==> src/rtl/core/fec_pkg.sv <==
// ----------------------------------------------------------------------------
// fec_pkg
// Types, constants and character tables shared by the file name escape codec.
// ----------------------------------------------------------------------------
package fec_pkg;

  localparam int unsigned Q_DEPTH = 4;

  localparam logic MODE_ENCODE = 1'b0;
  localparam logic MODE_DECODE = 1'b1;

  localparam logic [1:0] ST_OK         = 2'd0;
  localparam logic [1:0] ST_BAD_ESCAPE = 2'd1;
  localparam logic [1:0] ST_BAD_CTRL   = 2'd2;
  localparam logic [1:0] ST_INCOMPLETE = 2'd3;

  localparam logic [7:0] CH_ESC   = 8'h5F;  // '_'
  localparam logic [7:0] CH_FLIP  = 8'h2D;  // '-'
  localparam logic [7:0] CH_CTRL  = 8'h6E;  // 'n'
  localparam logic [7:0] CH_ZERO  = 8'h30;  // '0'
  localparam logic [7:0] CH_NINE  = 8'h39;  // '9'
  localparam logic [7:0] CH_LOW_V = 8'h76;  // 'v'
  localparam logic [7:0] CTRL_BASE = 8'd32;
  localparam logic [7:0] DEC_DIGITS = 8'd10;
  localparam logic [7:0] LETTER_OFS = 8'd87;  // 'a' - 10
  localparam logic [7:0] CASE_OFS   = 8'd32;

  typedef struct packed {
    logic [7:0] in_byte;
    logic       name_end;
  } in_item_t;

  typedef struct packed {
    logic [7:0] out_byte;
    logic       byte_valid;
    logic       last_of_run;
    logic       name_done;
    logic [1:0] status;
  } out_item_t;

  // One input item worth of results: one to three bytes, or a bare end marker.
  typedef struct packed {
    logic [2:0][7:0] bytes;
    logic [1:0]      cnt;
    logic            has_byte;
    logic            name_end;
    logic [1:0]      status;
  } job_t;

  function automatic logic is_up(input logic [7:0] b);
    return (b >= 8'h41) && (b <= 8'h5A);
  endfunction

  function automatic logic is_low(input logic [7:0] b);
    return (b >= 8'h61) && (b <= 8'h7A);
  endfunction

  function automatic logic [7:0] to_low(input logic [7:0] b);
    return is_up(b) ? b + CASE_OFS : b;
  endfunction

  function automatic logic [7:0] to_up(input logic [7:0] b);
    return is_low(b) ? b - CASE_OFS : b;
  endfunction

  // Escape letter of a reserved byte, zero when not reserved.
  function automatic logic [7:0] esc_letter(input logic [7:0] b);
    logic [7:0] r;
    case (b)
      8'h2F:   r = 8'h73;  // '/'  s
      8'h5C:   r = 8'h62;  // '\'  b
      8'h3A:   r = 8'h63;  // ':'  c
      8'h2A:   r = 8'h61;  // '*'  a
      8'h3F:   r = 8'h71;  // '?'  q
      8'h22:   r = 8'h64;  // '"'  d
      8'h3C:   r = 8'h6C;  // '<'  l
      8'h3E:   r = 8'h67;  // '>'  g
      8'h7C:   r = 8'h70;  // '|'  p
      8'h2E:   r = 8'h78;  // '.'  x
      8'h20:   r = 8'h5F;  // ' '  _
      8'h5F:   r = 8'h75;  // '_'  u
      default: r = 8'h00;
    endcase
    return r;
  endfunction

  // Reserved byte of a lower case escape letter; bit 8 flags a valid letter.
  function automatic logic [8:0] unescape(input logic [7:0] l);
    logic [8:0] r;
    case (l)
      8'h73:   r = {1'b1, 8'h2F};
      8'h62:   r = {1'b1, 8'h5C};
      8'h63:   r = {1'b1, 8'h3A};
      8'h61:   r = {1'b1, 8'h2A};
      8'h71:   r = {1'b1, 8'h3F};
      8'h64:   r = {1'b1, 8'h22};
      8'h6C:   r = {1'b1, 8'h3C};
      8'h67:   r = {1'b1, 8'h3E};
      8'h70:   r = {1'b1, 8'h7C};
      8'h78:   r = {1'b1, 8'h2E};
      8'h5F:   r = {1'b1, 8'h20};
      8'h75:   r = {1'b1, 8'h5F};
      default: r = 9'h000;
    endcase
    return r;
  endfunction

endpackage

==> src/rtl/core/fec_front.sv <==
// ----------------------------------------------------------------------------
// fec_front
// Accepts input items, holds the mode and per-name state, and turns each item
// into a job of one to three result bytes, an end-of-name marker, or nothing.
// ----------------------------------------------------------------------------
module fec_front
  import fec_pkg::*;
(
  input  logic     clk,
  input  logic     rst,
  input  logic     cfg_we,
  input  logic     cfg_data,
  input  logic     push,
  output logic     full,
  input  in_item_t in_item,
  input  logic     q_full,
  output logic     q_push,
  output job_t     q_job
);

  logic       codec_mode;
  logic       upper_case_mode, upper_case_mode_next;
  logic       escape_pending, escape_pending_next;
  logic       control_pending, control_pending_next;
  logic       name_failed, name_failed_next;
  logic [1:0] fail_code, fail_code_next;
  logic       accept;
  logic       need_job;
  job_t       job;

  always_comb begin
    logic [7:0] b;
    logic [7:0] e;
    logic [7:0] l;
    logic [8:0] u;
    logic [1:0] n;
    b = in_item.in_byte;
    e = esc_letter(b);
    l = to_low(b);
    u = unescape(l);
    n = 2'd0;
    job = '0;
    upper_case_mode_next = upper_case_mode;
    escape_pending_next  = escape_pending;
    control_pending_next = control_pending;
    name_failed_next     = name_failed;
    fail_code_next       = fail_code;
    if (codec_mode == MODE_ENCODE) begin
      if (e != 8'h00) begin
        job.bytes[0] = CH_ESC;
        job.bytes[1] = e;
        n = 2'd2;
      end else if (b < CTRL_BASE) begin
        job.bytes[0] = CH_ESC;
        job.bytes[1] = CH_CTRL;
        job.bytes[2] = (b < DEC_DIGITS) ? b + CH_ZERO : b + LETTER_OFS;
        n = 2'd3;
      end else if ((is_up(b) || is_low(b)) && (is_up(b) != upper_case_mode)) begin
        job.bytes[0] = CH_ESC;
        job.bytes[1] = CH_FLIP;
        job.bytes[2] = b;
        n = 2'd3;
        upper_case_mode_next = ~upper_case_mode;
      end else begin
        job.bytes[0] = b;
        n = 2'd1;
      end
    end else begin
      if (!name_failed) begin
        if (escape_pending) begin
          if (u[8]) begin
            job.bytes[0] = u[7:0];
            n = 2'd1;
          end else if (l == CH_FLIP) begin
            upper_case_mode_next = ~upper_case_mode;
          end else if (l == CH_CTRL) begin
            control_pending_next = 1'b1;
          end else begin
            name_failed_next = 1'b1;
            fail_code_next   = ST_BAD_ESCAPE;
          end
          escape_pending_next = 1'b0;
        end else if (b == CH_ESC) begin
          escape_pending_next = 1'b1;
        end else if (control_pending) begin
          if ((b >= CH_ZERO) && (b <= CH_NINE)) begin
            job.bytes[0] = b - CH_ZERO;
            n = 2'd1;
          end else if ((is_up(b) || is_low(b)) && (l <= CH_LOW_V)) begin
            job.bytes[0] = l - LETTER_OFS;
            n = 2'd1;
          end else begin
            name_failed_next = 1'b1;
            fail_code_next   = ST_BAD_CTRL;
          end
          control_pending_next = 1'b0;
        end else begin
          job.bytes[0] = upper_case_mode ? to_up(b) : l;
          n = 2'd1;
        end
      end
      if (in_item.name_end) begin
        if (!name_failed_next && (escape_pending_next || control_pending_next)) begin
          name_failed_next = 1'b1;
          fail_code_next   = ST_INCOMPLETE;
        end
        if (name_failed_next) begin
          n = 2'd0;
          job.status = fail_code_next;
        end
      end
    end
    job.has_byte = (n != 2'd0);
    job.cnt      = (n == 2'd0) ? 2'd1 : n;
    job.name_end = in_item.name_end;
    need_job     = (n != 2'd0) || in_item.name_end;
  end

  assign full   = q_full;
  assign accept = push && !q_full;
  assign q_push = accept && need_job;
  assign q_job  = job;

  always_ff @(posedge clk) begin
    if (rst) begin
      codec_mode      <= MODE_ENCODE;
      upper_case_mode <= 1'b1;
      escape_pending  <= 1'b0;
      control_pending <= 1'b0;
      name_failed     <= 1'b0;
      fail_code       <= ST_OK;
    end else begin
      if (cfg_we) begin
        codec_mode <= cfg_data;
      end
      if (accept) begin
        if (in_item.name_end) begin
          upper_case_mode <= 1'b1;
          escape_pending  <= 1'b0;
          control_pending <= 1'b0;
          name_failed     <= 1'b0;
          fail_code       <= ST_OK;
        end else begin
          upper_case_mode <= upper_case_mode_next;
          escape_pending  <= escape_pending_next;
          control_pending <= control_pending_next;
          name_failed     <= name_failed_next;
          fail_code       <= fail_code_next;
        end
      end
    end
  end

endmodule

==> src/rtl/core/fec_queue.sv <==
// ----------------------------------------------------------------------------
// fec_queue
// Small job queue between the front and the back.
// ----------------------------------------------------------------------------
module fec_queue
  import fec_pkg::*;
#(
  parameter int unsigned QDEPTH = Q_DEPTH
) (
  input  logic clk,
  input  logic rst,
  input  logic q_push,
  input  job_t q_wdata,
  output logic q_full,
  input  logic q_pop,
  output logic q_valid,
  output job_t q_rdata
);

  localparam int unsigned PW = $clog2(QDEPTH);
  localparam int unsigned CW = $clog2(QDEPTH + 1);

  job_t          mem [QDEPTH];
  logic [PW-1:0] wr_ptr;
  logic [PW-1:0] rd_ptr;
  logic [CW-1:0] count;

  assign q_full  = (count == CW'(QDEPTH));
  assign q_valid = (count != '0);
  assign q_rdata = mem[rd_ptr];

  always_ff @(posedge clk) begin
    if (q_push) begin
      mem[wr_ptr] <= q_wdata;
    end
  end

  always_ff @(posedge clk) begin
    if (rst) begin
      wr_ptr <= '0;
      rd_ptr <= '0;
      count  <= '0;
    end else begin
      if (q_push) begin
        wr_ptr <= (wr_ptr == PW'(QDEPTH - 1)) ? '0 : wr_ptr + 1'b1;
      end
      if (q_pop) begin
        rd_ptr <= (rd_ptr == PW'(QDEPTH - 1)) ? '0 : rd_ptr + 1'b1;
      end
      if (q_push && !q_pop) begin
        count <= count + 1'b1;
      end else if (!q_push && q_pop) begin
        count <= count - 1'b1;
      end
    end
  end

  a_no_overflow: assert property (@(posedge clk) disable iff (rst) q_full |-> !q_push)
    else $error("job queue written while full");
  a_no_underflow: assert property (@(posedge clk) disable iff (rst) !q_valid |-> !q_pop)
    else $error("job queue read while empty");
  a_count_bound: assert property (@(posedge clk) disable iff (rst) count <= CW'(QDEPTH))
    else $error("job queue count out of range");

endmodule

==> src/rtl/core/fec_back.sv <==
// ----------------------------------------------------------------------------
// fec_back
// Takes queue jobs; hands out result items one per cycle while pop is high.
// ----------------------------------------------------------------------------
module fec_back
  import fec_pkg::*;
(
  input  logic      clk,
  input  logic      rst,
  input  logic      q_valid,
  input  job_t      q_rdata,
  output logic      q_pop,
  output logic      empty,
  input  logic      pop,
  output out_item_t out_item
);

  job_t       cur;
  logic       busy;
  logic [1:0] idx;
  logic       last;
  logic       take;

  assign last  = (idx == cur.cnt - 2'd1);
  assign take  = busy && pop;
  assign q_pop = q_valid && (!busy || (take && last));
  assign empty = !busy;

  always_comb begin
    out_item             = '0;
    out_item.byte_valid  = cur.has_byte;
    out_item.out_byte    = cur.has_byte ? cur.bytes[idx] : 8'h00;
    out_item.last_of_run = last;
    out_item.name_done   = last && cur.name_end;
    out_item.status      = cur.status;
  end

  always_ff @(posedge clk) begin
    if (q_pop) begin
      cur <= q_rdata;
    end
  end

  always_ff @(posedge clk) begin
    if (rst) begin
      busy <= 1'b0;
      idx  <= 2'd0;
    end else if (q_pop) begin
      busy <= 1'b1;
      idx  <= 2'd0;
    end else if (take) begin
      if (last) begin
        busy <= 1'b0;
        idx  <= 2'd0;
      end else begin
        idx <= idx + 2'd1;
      end
    end
  end

  a_idx_in_job: assert property (@(posedge clk) disable iff (rst) busy |-> idx < cur.cnt)
    else $error("result index past end of job");
  a_status_bare: assert property (@(posedge clk) disable iff (rst)
    (busy && cur.status != ST_OK) |-> (!cur.has_byte && cur.name_end))
    else $error("error status on an item carrying a byte");

endmodule

==> src/rtl/core/filename_escape_codec_core.sv <==
// ----------------------------------------------------------------------------
// filename_escape_codec_core
// Byte-stream codec that escapes file names into a portable form and back.
// ----------------------------------------------------------------------------
// Each input item is classified in the cycle it is accepted and produces zero
// to three result items (zero for a decode byte that yields nothing), handed
// out at one per cycle from the back end while pop is asserted; a four-entry
// job queue decouples input from output, so input is taken every cycle until
// the queue fills. Sustained rate is set by the output port, one result item
// per pop; escapes that carry a control digit or a case flip give three.
// cfg_we/cfg_data set the mode (0 encode, 1 decode) and must only be written
// while the block is idle.
module filename_escape_codec_core
  import fec_pkg::*;
#(
  parameter int unsigned QDEPTH = Q_DEPTH
) (
  input  logic      clk,
  input  logic      rst,
  input  logic      cfg_we,
  input  logic      cfg_data,
  input  logic      push,
  output logic      full,
  input  in_item_t  in_item,
  output logic      empty,
  input  logic      pop,
  output out_item_t out_item
);

  logic q_push;
  logic q_full;
  logic q_pop;
  logic q_valid;
  job_t q_wdata;
  job_t q_rdata;

  fec_front u_front (
    .clk      (clk),
    .rst      (rst),
    .cfg_we   (cfg_we),
    .cfg_data (cfg_data),
    .push     (push),
    .full     (full),
    .in_item  (in_item),
    .q_full   (q_full),
    .q_push   (q_push),
    .q_job    (q_wdata)
  );

  fec_queue #(
    .QDEPTH (QDEPTH)
  ) u_queue (
    .clk     (clk),
    .rst     (rst),
    .q_push  (q_push),
    .q_wdata (q_wdata),
    .q_full  (q_full),
    .q_pop   (q_pop),
    .q_valid (q_valid),
    .q_rdata (q_rdata)
  );

  fec_back u_back (
    .clk      (clk),
    .rst      (rst),
    .q_valid  (q_valid),
    .q_rdata  (q_rdata),
    .q_pop    (q_pop),
    .empty    (empty),
    .pop      (pop),
    .out_item (out_item)
  );

endmodule
==> config.mk <==
export PLATFORM = sky130hd
export DESIGN_NAME = filename_escape_codec_core
export DESIGN_NICKNAME = d
export VERILOG_FILES = /design/src/rtl/core/fec_pkg.sv /design/src/rtl/core/fec_front.sv /design/src/rtl/core/fec_queue.sv /design/src/rtl/core/fec_back.sv /design/src/rtl/core/filename_escape_codec_core.sv
export SDC_FILE = /design/constraint.sdc
export NUM_CORES = 1
export LEC_CHECK = 0
export BUFFER_PORTS_ARGS = -buffer_cell sky130_fd_sc_hd__buf_2
export CORE_MARGIN = 2
export CORE_UTILIZATION = 45
export DETAILED_ROUTE_END_ITERATION = 16
export PLACE_DENSITY_LB_ADDON = 0.1
export SLEW_MARGIN = 20
export SYNTH_ARGS = -nofsm -noshare
export SYNTH_HDL_FRONTEND = slang
export SYNTH_SLANG_ARGS = --single-unit
==> constraint.sdc <==
create_clock -name clk -period 4.1 [get_ports clk]
set_input_delay 0.205 -clock clk [delete_from_list [all_inputs] [get_ports clk]]
set_output_delay 0.205 -clock clk [all_outputs]
set_load 0.1 [all_outputs]
; Yosys cells after proc, flatten, opt, wreduce, memory -nomap -nowiden
; Memory sizes are Yosys's and may differ from the RTL's. A register that Yosys moved wholly into a read port is not among the register bits.
; Cells that the tools add are included.
[totals]
register_bits = 17
latch_bits = 0
ramBits = 120
mem_bits_ro = 0
inputBits = 15
output_inout_bits = 15
memories = 1
[classes]
n_addsub = 12
n_mul = 0
div_mod_pow = 0
magnitude_cmp = 10
eq_ne = 37
shifts = 0
muxes = 101
n_bitwise = 1
n_reduce_logical = 36
[memory_table]
columns = name, depth, width, read_ports, rd_clocked_by_memory_dff, write_ports, line_no
row1 = u_queue.mem, 4, 30, 1, 1, 1, fec_queue.sv:23  ; job_t mem [QDEPTH];
[op_table]
columns = operator, n
row1 = "8-bit by 7-bit equality test with 1-bit output, second input constant", 16
row2 = 8-bit two-way mux, 16
row3 = 9-bit case mux with 12 select lines, 1
row4 = 7-bit case mux with 12 select lines, 1
row5 = "8-bit by 6-bit equality test with 1-bit output, second input constant", 10
row6 = 2-bit two-way mux, 30
row7 = 16-bit two-way mux, 3
row8 = 1-bit two-way mux, 46
row9 = "8-bit by 7-bit less-or-equal comparator with 1-bit output, second input constant", 3
row10 = 24-bit two-way mux, 1
row11 = "8-bit by 6-bit adder with 8-bit output, second input constant", 2
row12 = 8-bit binary-select mux with 2-bit select, 1
row13 = "8-bit by 7-bit greater-or-equal comparator with 1-bit output, second input constant", 2
row14 = "8-bit by 6-bit subtractor with 8-bit output, second input constant", 2
row15 = 1-bit logical AND, 14
row16 = "3-bit inequality test, second input constant", 4
row17 = 2-bit nonzero test, 5
row18 = "8-bit by 7-bit adder with 8-bit output, second input constant", 1
row19 = "8-bit by 6-bit greater-or-equal comparator with 1-bit output, second input constant", 1
row20 = "8-bit by 6-bit less-or-equal comparator with 1-bit output, second input constant", 1
row21 = "8-bit by 4-bit < comparator with 1-bit output, second input constant", 1
row22 = "8-bit by 6-bit < comparator with 1-bit output, second input constant", 1
row23 = 8-bit AND reduction, 1
row24 = 8-bit nonzero test, 1
row25 = other kinds (19), 33

; Logic depth before layout (Yosys ltp)
; Gate-level depths: netlist (run 1).
[logic_depth]
word_depth = 27
depth_mapped = 17
depth_no_buf = 15

; Cells and area by module
; From an unflattened synthesis (run 1), not the netlist that was laid out.
[unflattened]
hier_cells = 645
hier_area_um2 = 8396.8
[by_module_without_submodules]
columns = mod, instances, cells_each, area_per_inst_um2, seq_area_each_um2
row1 = fec_queue, 1, 200, 4769.6, 3783.6
row2 = fec_front, 1, 352, 2285.9, 140.1
row3 = fec_back, 1, 93, 1341.3, 960.9

; Worst setup path after synthesis (run 1)
; No wires, ideal clock.
[synth_path]
path_kind = register to register
from = register u_queue.count[0]
to = register u_queue.count[2]
arrival_ns = 4.304
required_ns = 4.029
setup_slack_ns = -0.275
path_stages_with_launch = 11
synth_period_minus_slack_ns = 4.375
path_cell_list = dfxtp_1 -> nor3b_1 -> nor2b_1 -> o31ai_1 -> nor2_1 -> ha_1 -> inv_1 -> fa_1 -> xor2_1 -> or3_1 -> a21oi_1
[synth_via]
elab_chain_len = 7
[synth_lines]
columns = element, line_no
row1 = start: declaration, fec_queue.sv:26  ; logic [CW-1:0] count;
row2 = start signal: assignment, fec_queue.sv:51  ; count <= count + 1'b1;
row3 = start signal: assignment, fec_queue.sv:53  ; count <= count - 1'b1;
row4 = 3-bit equality test *, fec_queue.sv:28  ; assign q_full = (count == CW'(QDEPTH));
row5 = named net full, filename_escape_codec_core.sv:23  ; output logic full,
row6 = 1-bit logical NOT *, fec_front.sv:120  ; assign accept = push && !q_full;
row7 = 1-bit logical AND *, fec_front.sv:120
row8 = 1-bit logical AND *, fec_front.sv:121  ; assign q_push = accept && need_job;
row9 = named net q_push, filename_escape_codec_core.sv:30  ; logic q_push;
row10 = 1-bit logical NOT, fec_queue.sv:52  ; end else if (!q_push && q_pop) begin
row11 = 1-bit logical AND, fec_queue.sv:52
row12 = 2-bit nonzero test (no source line), -
; The timed path passes the listed nets; every way through them passes the cells marked *. The select of a mux whose other input is x is not followed.
; A chain may end at the register's enable or synchronous reset.

; Worst setup path in the final report (run 1)
[layout_path]
from = input port in_item[2] (netlist name)
to = register u_queue.count[2]
[layout_via]
elab_chain_len = 26
[layout_lines]
columns = element, line_no
row1 = start: declaration, filename_escape_codec_core.sv:24  ; input in_item_t in_item,
row2 = 8-bit by 7-bit greater-or-equal comparator with 1-bit output or 8-bit by 7-bit less-or-equal comparator with 1-bit output (tied branches), fec_pkg.sv:51  ; return (b >= 8'h41) && (b <= 8'h5A);
row3 = 1-bit logical AND, fec_pkg.sv:51
row4 = 8-bit two-way mux, fec_pkg.sv:59  ; return is_up(b) ? b + CASE_OFS : b;
row5 = 8-bit by 7-bit less-or-equal comparator with 1-bit output, fec_front.sv:89  ; end else if ((is_up(b) || is_low(b)) && (l <= CH_LOW_V)) begin
row6 = 1-bit logical AND, fec_front.sv:89
row7 = 1-bit two-way mux, fec_front.sv:89
row8 = 1-bit two-way mux, fec_front.sv:86  ; if ((b >= CH_ZERO) && (b <= CH_NINE)) begin
row9 = 1-bit two-way mux, fec_front.sv:85  ; end else if (control_pending) begin
row10 = [11 not listed], -
row11 = 2-bit two-way mux *, fec_front.sv:48  ; if (codec_mode == MODE_ENCODE) begin
row12 = 2-bit nonzero test *, fec_front.sv:116  ; need_job = (n != 2'd0) || in_item.name_end;
row13 = 1-bit logical OR *, fec_front.sv:116
row14 = 1-bit logical AND *, fec_front.sv:121
row15 = named net q_push, filename_escape_codec_core.sv:30
row16 = 1-bit logical NOT, fec_queue.sv:52
row17 = 1-bit logical AND, fec_queue.sv:52
row18 = 2-bit nonzero test (no source line), -
; Marks and branches as above.

==> results.md, run 1 <==
* Placed Area at about 0.0088 mm^2
* HP Class: primary input to flip-flop
* Initial Util at a little under half
* CTS tree: yes
* CTS Buf Count at 17
* Die area at about 0.019 mm^2
* Clock Latency Late Sink at between 0.4 and 0.5 ns
* Synth Flop Type: edfxtp_1
* Port Buffers at 29
* Critical Path AT at about 3.9 ns
* Drt pass-1 iters at 5
* Synth Area in Simple Gates at roughly 13%
* Routability Congestion at between 0.8 and 0.9
* Dpl ws at between 0.1 and 0.15 ns
* Mux share of post-synthesis cell area at between 10% and 20%
* Setup TNS at 0 ns
* Cells after DPL at between 900 and 1000
* GRT Total Usage at a little over a fifth
* Nets at between 700 and 800
* Global route total overflow at 0
* Io pins at 30
* Util after Layout at 52.4%
* Pleak at about 3.2 nW
* Clock root cell: clkbuf_16
* YS warnings at 0
* FF+latch count, synth at 162
* ANT cells at 0
* Final hold violations at 0
* Initial antenna violation count at 0
* CP max stage cell: or4b_4
* Synth Area in Adders at 3.28%
* Top cell family by delay on the critical path: compound AO/OA/AOI/OAI gates
* RSZ-0062 raised after global routing: false
* Ys async rst share at 0%
* Finished Layout Cells at about 950
* CP endpoint kind: flip-flop
* Multi-input gate area at around 0.0033 mm^2
* Largest net degree at the start of global routing at 34
* Die height at between 100 and 150 um
* Final min period at ~3.6 ns
* Synthesized area at slightly above 0.008 mm^2
* DR vias at around 5700
* Post-DR wirelength/cell at 21.8 um
* Layout cells sized above 1 at roughly a fifth
* Worst path buffer plus inverter count at 3
* Maximum buffer depth of the clock tree at 2
* Seq/Total Area, Yosys at roughly 57%
* First-pass GRT wire length at about 33000 um
* Final setup viols at 0
* Worst setup margin at ~0.51 ns
* Core box area at ~0.018 mm^2
* Register area at between 0.004 and 0.005 mm^2
* Final Cell Area at 0.00941 mm^2
* Largest family of logic cells by synthesized area: compound AO/OA/AOI/OAI gates
* Hold Buf Count CTS at 0
* CTS resizes at 0
* DRC viols at 0
* Synth-to-layout area growth at 14.2%
* Final Cycle Share at just under 90%
* TritonCTS Sinks at roughly 160
* Fmax at 279 MHz
* Synth Area per Inst at between 10 and 15 um^2
* CP Launch Type: primary input
* Die width at ~140 um
* Final HPWL DP at ~14000 um
* Compound-Gate Fraction of Synth Area at about 13%
* PwrDens at about 600 mW/mm^2
* Drt initial violations at 537
* Post-Route WL at ~21000 um
* Post-CTS Setup Repair Bufs at 0
* Max Slew Vio Count at 0
* Clock-pin slew on the worst setup and hold paths at approximately 0.070 ns
* Rel. slew slack at a little over a third
* Critical Path RT at between 4 and 5 ns
* H-tree depth at 4
* Count of different cell masters after synthesis at slightly below 80
* Cell count after synthesis at roughly 660
* Vias in the first global route at 5689
* Least-Margin Pin Slew at about 0.98 ns
* Synth Area in XOR/XNOR at about 1.1%
* Syn_nets at between 600 and 700
* CP peak stage delay at 0.50 ns
* Max Cap Viol at 0
* Crit-path max FO at 7
* Worst Clk Skew at around 0.013 ns
* Via density at 6.00
* Crit path cell chain: buf_2, inv_1, ha_1, or4b_4, a2111oi_0, a31o_2, o211ai_1, a31o_2, and2_1, nor2_1, ha_1, inv_1, fa_1, xor2_1, or3_1, a21oi_1
* Critical path class: primary input to flip-flop
* Number of synthesized flops with an enable pin at 145
* Site Rows at a little under 50
* VDD IR max at between 0.5 and 0.6 mV
* Status: completed
* Fill cell total of the finished layout at 1596
* Final ANT Viol Nets at 0
sequential cells by signal, summed over array words and instances (netlist names), 2 cells and up:
name               flops
u_front.fail_code      2
u_queue.wr_ptr         2
u_back.out_item        3
u_queue.count          3
u_queue.mem          116
u_back.cur            26
u_back.idx             2
u_queue.rd_ptr         2
cells in the mapped netlist, types with 7 or more instances:
| master | number | area (um^2) |
|---|---|---|
| nor2b_1 | 8 | 50.1 |
| and2_1 | 17 | 106 |
| edfxtp_1 | 145 | 4350 |
| nand2b_1 | 10 | 62.6 |
| nor3_1 | 22 | 110 |
| dfxtp_1 | 17 | 340 |
| nor2_1 | 47 | 176 |
| nand4_1 | 9 | 56.3 |
| mux2i_1 | 14 | 140 |
| nand3_1 | 14 | 70.1 |
| a21oi_1 | 37 | 185 |
| ha_1 | 20 | 250 |
| o21ai_0 | 34 | 170 |
| mux4_2 | 29 | 653 |
| a21o_1 | 8 | 60.1 |
| nand2_1 | 49 | 184 |
| inv_1 | 20 | 75.1 |
| clkbuf_1 | 29 | 109 |
| buf_1 | 7 | 26.3 |
final timing paths:
check,from,end,slack [ns],cells after the start
worst max-delay path,in_item[2],u_queue.count[2],0.51,16
worst min-delay path,cfg_data,u_front.codec_mode,0.04,3
worst max register to register,u_back.idx[0],u_queue.count[2],1.09,11
worst min register to register,u_front.fail_code[1],u_front.fail_code[1],0.49,2
placed cells by master (no fill, tap or decap), types with 17 or more instances in the layout:
| cell type | netlist | final |
|---|---|---|
| edfxtp_1 | 145 | 145 |
| nand2_1 | 49 | 49 |
| nor2_1 | 47 | 47 |
| a21oi_1 | 37 | 36 |
| o21ai_0 | 34 | 34 |
| buf_4 | 4 | 30 |
| mux4_2 | 29 | 29 |
| buf_2 | 0 | 29 |
| nor3_1 | 22 | 22 |
| inv_1 | 20 | 20 |
| ha_1 | 20 | 20 |
| clkbuf_16 | 0 | 20 |
| and2_1 | 17 | 17 |
metrics by stage:
step	total power [W]	hold slack (ns)
global placement	0.00415	0.456
floorplan	0.00375	0.304
finish	0.00564	0.0386
detailed placement	0.00418	0.460
CTS	0.00571	0.0195
global route	0.00590	0.0343
metal layers:
| layer | GRT usage (%) | vias up | share of wire (%) |
|---|---|---|---|
| li1 | - | 2623 | - |
| met1 | 29.7 | 2817 | 45 |
| met2 | 35.4 | 199 | 48 |
| met3 | 4.44 | 31 | 4.8 |
| met4 | 7.60 | 0 | 2.1 |
| met5 | 0 | - | 0 |
report_power, final:
part	internal, W	total [W]	switching, W
Sequential	0.00219	0.00242	0.000231
Clock	0.000889	0.00153	0.000638
Combinational	0.000549	0.00170	0.00115
Total	0.00363	0.00564	0.00202
area by class of cell:
| class | count | area share [%] |
|---|---|---|
| clock buffer | 20 | 5.32 |
| clock inverter | 12 | 0.957 |
| inverter | 22 | 0.878 |
| multi-input combinational | 437 | 35.1 |
| sequential | 162 | 49.9 |
| tap | 229 | 3.05 |
| timing repair buffer | 63 | 4.79 |
worst reg2reg max path, stage by stage, from the launching register on:
cell and delay [ns]:
dfxtp_1 0.80, nand3b_1 0.20, o21ai_0 0.14, nand2_1 0.17, a21oi_4 0.07, inv_1 0.21, ha_1 0.24, inv_1 0.07
fa_1 0.43, xor2_1 0.17, or3_1 0.31, a21oi_1 0.14
cell families (layout without fill, tap and decap cells):
kind of cell    Yosys count  count (layout)
buf+inv                  63             117
mux                      47              47
flops                   162             162
fa+ha+maj                21              21
xor+xnor                 10              10
compound gates          154             154
simple gates            205             205
Note: power is estimated with default switching activity, not from simulation.
==> run 2, diff against run 1 <==
--- a/config.mk
+++ b/config.mk
@@ -7,7 +7,7 @@
 export LEC_CHECK = 0
 export BUFFER_PORTS_ARGS = -buffer_cell sky130_fd_sc_hd__buf_2
 export CORE_MARGIN = 2
-export CORE_UTILIZATION = 45
+export CORE_UTILIZATION = 56
 export DETAILED_ROUTE_END_ITERATION = 16
 export PLACE_DENSITY_LB_ADDON = 0.1
 export SLEW_MARGIN = 20
==> results.md, run 2 (synthesized netlist as in run 1, its figures left out) <==
* Status: completed
* Via density at 6.40 (+6.7%)
* Die area at 0.0157 mm^2 (-19%)
* First-pass GRT wire length at 32200 um (-1.1%)
* Largest net degree at the start of global routing at 34 (unchanged)
* HP Class: primary input to flip-flop
* Number of flip-flops under the largest register name at 116 (unchanged)
* Port Buffers at 29 (unchanged)
* Fmax at 285 MHz (+2.1%)
* Maximum buffer depth of the clock tree at 2 (unchanged)
* Die width at 125 um (-10%)
* Routability Congestion at 0.991 (+11%)
* Clock Latency Late Sink at 0.42 ns (about the same)
* Drt initial violations at 519 (-3.4%)
* Internal Pwr Total at 0.00370 W (+2.1%)
* Rel. slew slack at 43.2% (+8.2 points)
* Switching pwr at 0.00203 W (+0.86%)
* Combinational power share at 30.0% (about the same)
* Critical Path AT at 3.87 ns (-0.07 ns)
* Crit-path max FO at 7 (unchanged)
* ANT cells at 0 (unchanged)
* Post-CTS Setup Repair Bufs at 0 (unchanged)
* Final ANT Viol Nets at 0 (unchanged)
* Synth-to-layout area growth at 13.8%
* CTS Buf Count at 17 (unchanged)
* Sw Ratio at 35.5% (-0.27 points)
* Core box area at 0.0145 mm^2 (-19%)
* Post-Route WL at 20300 um (-1.7%)
* Final min period at 3.51 ns (-0.0752 ns)
* GRT Total Usage at 26.9% (+5.0 points)
* Least-Margin Pin Slew at 0.853 ns (-0.123 ns)
* Nets at 740 (+0.14%)
* Clock root cell: clkbuf_16
* Die height at 125 um (-10%)
* Crit path cell chain: buf_2, inv_1, ha_1, or4b_4, a2111oi_0, a31o_2, o211ai_1, a31o_2, and2_1, nor2_1, ha_1, inv_1, fa_1, xor2_1, or3_1, a21oi_1
* DRC viols at 0 (unchanged)
* RSZ-0062 raised after global routing: false
* PwrDens at 612 mW/mm^2 (+2.0%)
* VDD IR max at 0.369 mV (-34%)
* Worst path buffer plus inverter count at 3 (unchanged)
* CP endpoint kind: flip-flop
* Initial Util at 56.9% (+11 points)
* Final setup viols at 0 (unchanged)
* Register with the most flip-flops: u_queue.mem
* Layout cells sized above 1 at 20.8% (-0.17 points)
* Hold Buf Count CTS at 0 (unchanged)
* Post-DR wirelength/cell at 22.5 um (+3.1%)
* Global route total overflow at 0 (unchanged)
* Commonest non-fill, non-tap cell in the layout: edfxtp_1
* Top flop regs: u_queue.mem: 116 flops, u_back.cur: 26 flops
* Clock group share of total power at 28.3% (+1.2 points)
* Critical path class: primary input to flip-flop
* CTS tree: yes
* H-tree depth at 4 (unchanged)
* Setup TNS at 0 ns (unchanged)
* Vias in the first global route at 5593 (-1.7%)
* CP peak stage delay at 0.50 ns (about the same)
* Io pins at 30 (unchanged)
* Final hold violations at 0 (unchanged)
* Max Cap Viol at 0 (unchanged)
* Site Rows at 44 (-10%)
* Reg power frac at 41.7% (-1.2 points)
* Pleak at 3.22 nW (+0.35%)
* Final Cycle Share at 85.7% (-1.8 points)
* TritonCTS Sinks at 162 (unchanged)
* Final HPWL DP at 13900 um (-2.5%)
* Drt pass-1 iters at 5 (unchanged)
* Critical Path RT at 4.46 ns (about the same)
* Worst Clk Skew at 0.00918 ns (-0.00362 ns)
* CP max stage cell: or4b_4
* Top cell family by delay on the critical path: compound AO/OA/AOI/OAI gates
* DR vias at 5769 (+1.7%)
* Commonest cells after routing, fill and taps aside: 145 x edfxtp_1, 49 x nand2_1, 47 x nor2_1
* Hold_ws at 0.0264 ns (-0.0122 ns)
* Clock-pin slew on the worst setup and hold paths at 0.07 ns (about the same)
* CP Launch Type: primary input
* CTS resizes at 0 (unchanged)
* Max Slew Vio Count at 0 (unchanged)
* Initial antenna violation count at 0 (unchanged)
-- run 2: worst register-to-register path, cell delays in order, from the launching register on --
cell and delay (ns):
dfxtp_1 0.30, buf_4 0.18, xnor2_1 0.26, o21ai_0 0.19, nand2_1 0.17, a21oi_4 0.07, inv_1 0.18, ha_1 0.21
inv_1 0.07, fa_1 0.43, xor2_1 0.18, or3_1 0.31, a21oi_1 0.14
-- run 2: worst paths after layout --
| check | start | to | slack, ns | cells after the start |
|---|---|---|---|---|
| setup reg to reg | u_back.idx[1] | u_queue.count[2] | 1.37 | 12 |
| hold reg to reg | u_front.fail_code[1] | u_front.fail_code[1] | 0.51 | 2 |
| setup / recovery | in_item[1] | u_queue.count[2] | 0.59 | 16 |
| hold / removal | cfg_data | u_front.codec_mode | 0.03 | 3 |
-- run 2: area by class of cell --
cell class	instances	area, um^2
multi-input cells	437	3300
flip-flops and latches	162	4700
inverters	22	82.6
well taps	184	230
repair buffers	64	458
fillers	1126	5110
clock inverters	15	178
clock buffers	17	425
-- run 2: stage by stage --
step,setup slack (ns),total power (W),std cells,area [um^2],utilization [%]
5_1_grt,0.337,0.00598,901,9370,64.7
3_5_place_dp,0.211,0.00417,869,8770,60.6
4_1_cts,0.629,0.00579,901,9370,64.7
6_report,0.587,0.00574,901,9370,64.7
2_1_floorplan,0.222,0.00375,662,8240,-
3_3_place_gp,0.292,0.00411,869,8770,60.6
-- run 2: per-layer routing --
metal	vias up	global-route usage, %	part of all wire (%)
li1	2630	-	-
met1	2830	39.2	44
met2	279	42.3	48
met3	30	4.41	6.6
met4	0	7.91	1.9
met5	-	0	0
-- run 2: power groups by stage --
stage | logic (W) | registers [W] | clock network (W)
after floorplan | 0.00144 | 0.00230 | 0
after global placement | 0.00169 | 0.00242 | 0
after detailed placement | 0.00173 | 0.00244 | 0
after CTS | 0.00173 | 0.00240 | 0.00165
after global routing | 0.00183 | 0.00243 | 0.00172
final | 0.00172 | 0.00239 | 0.00162
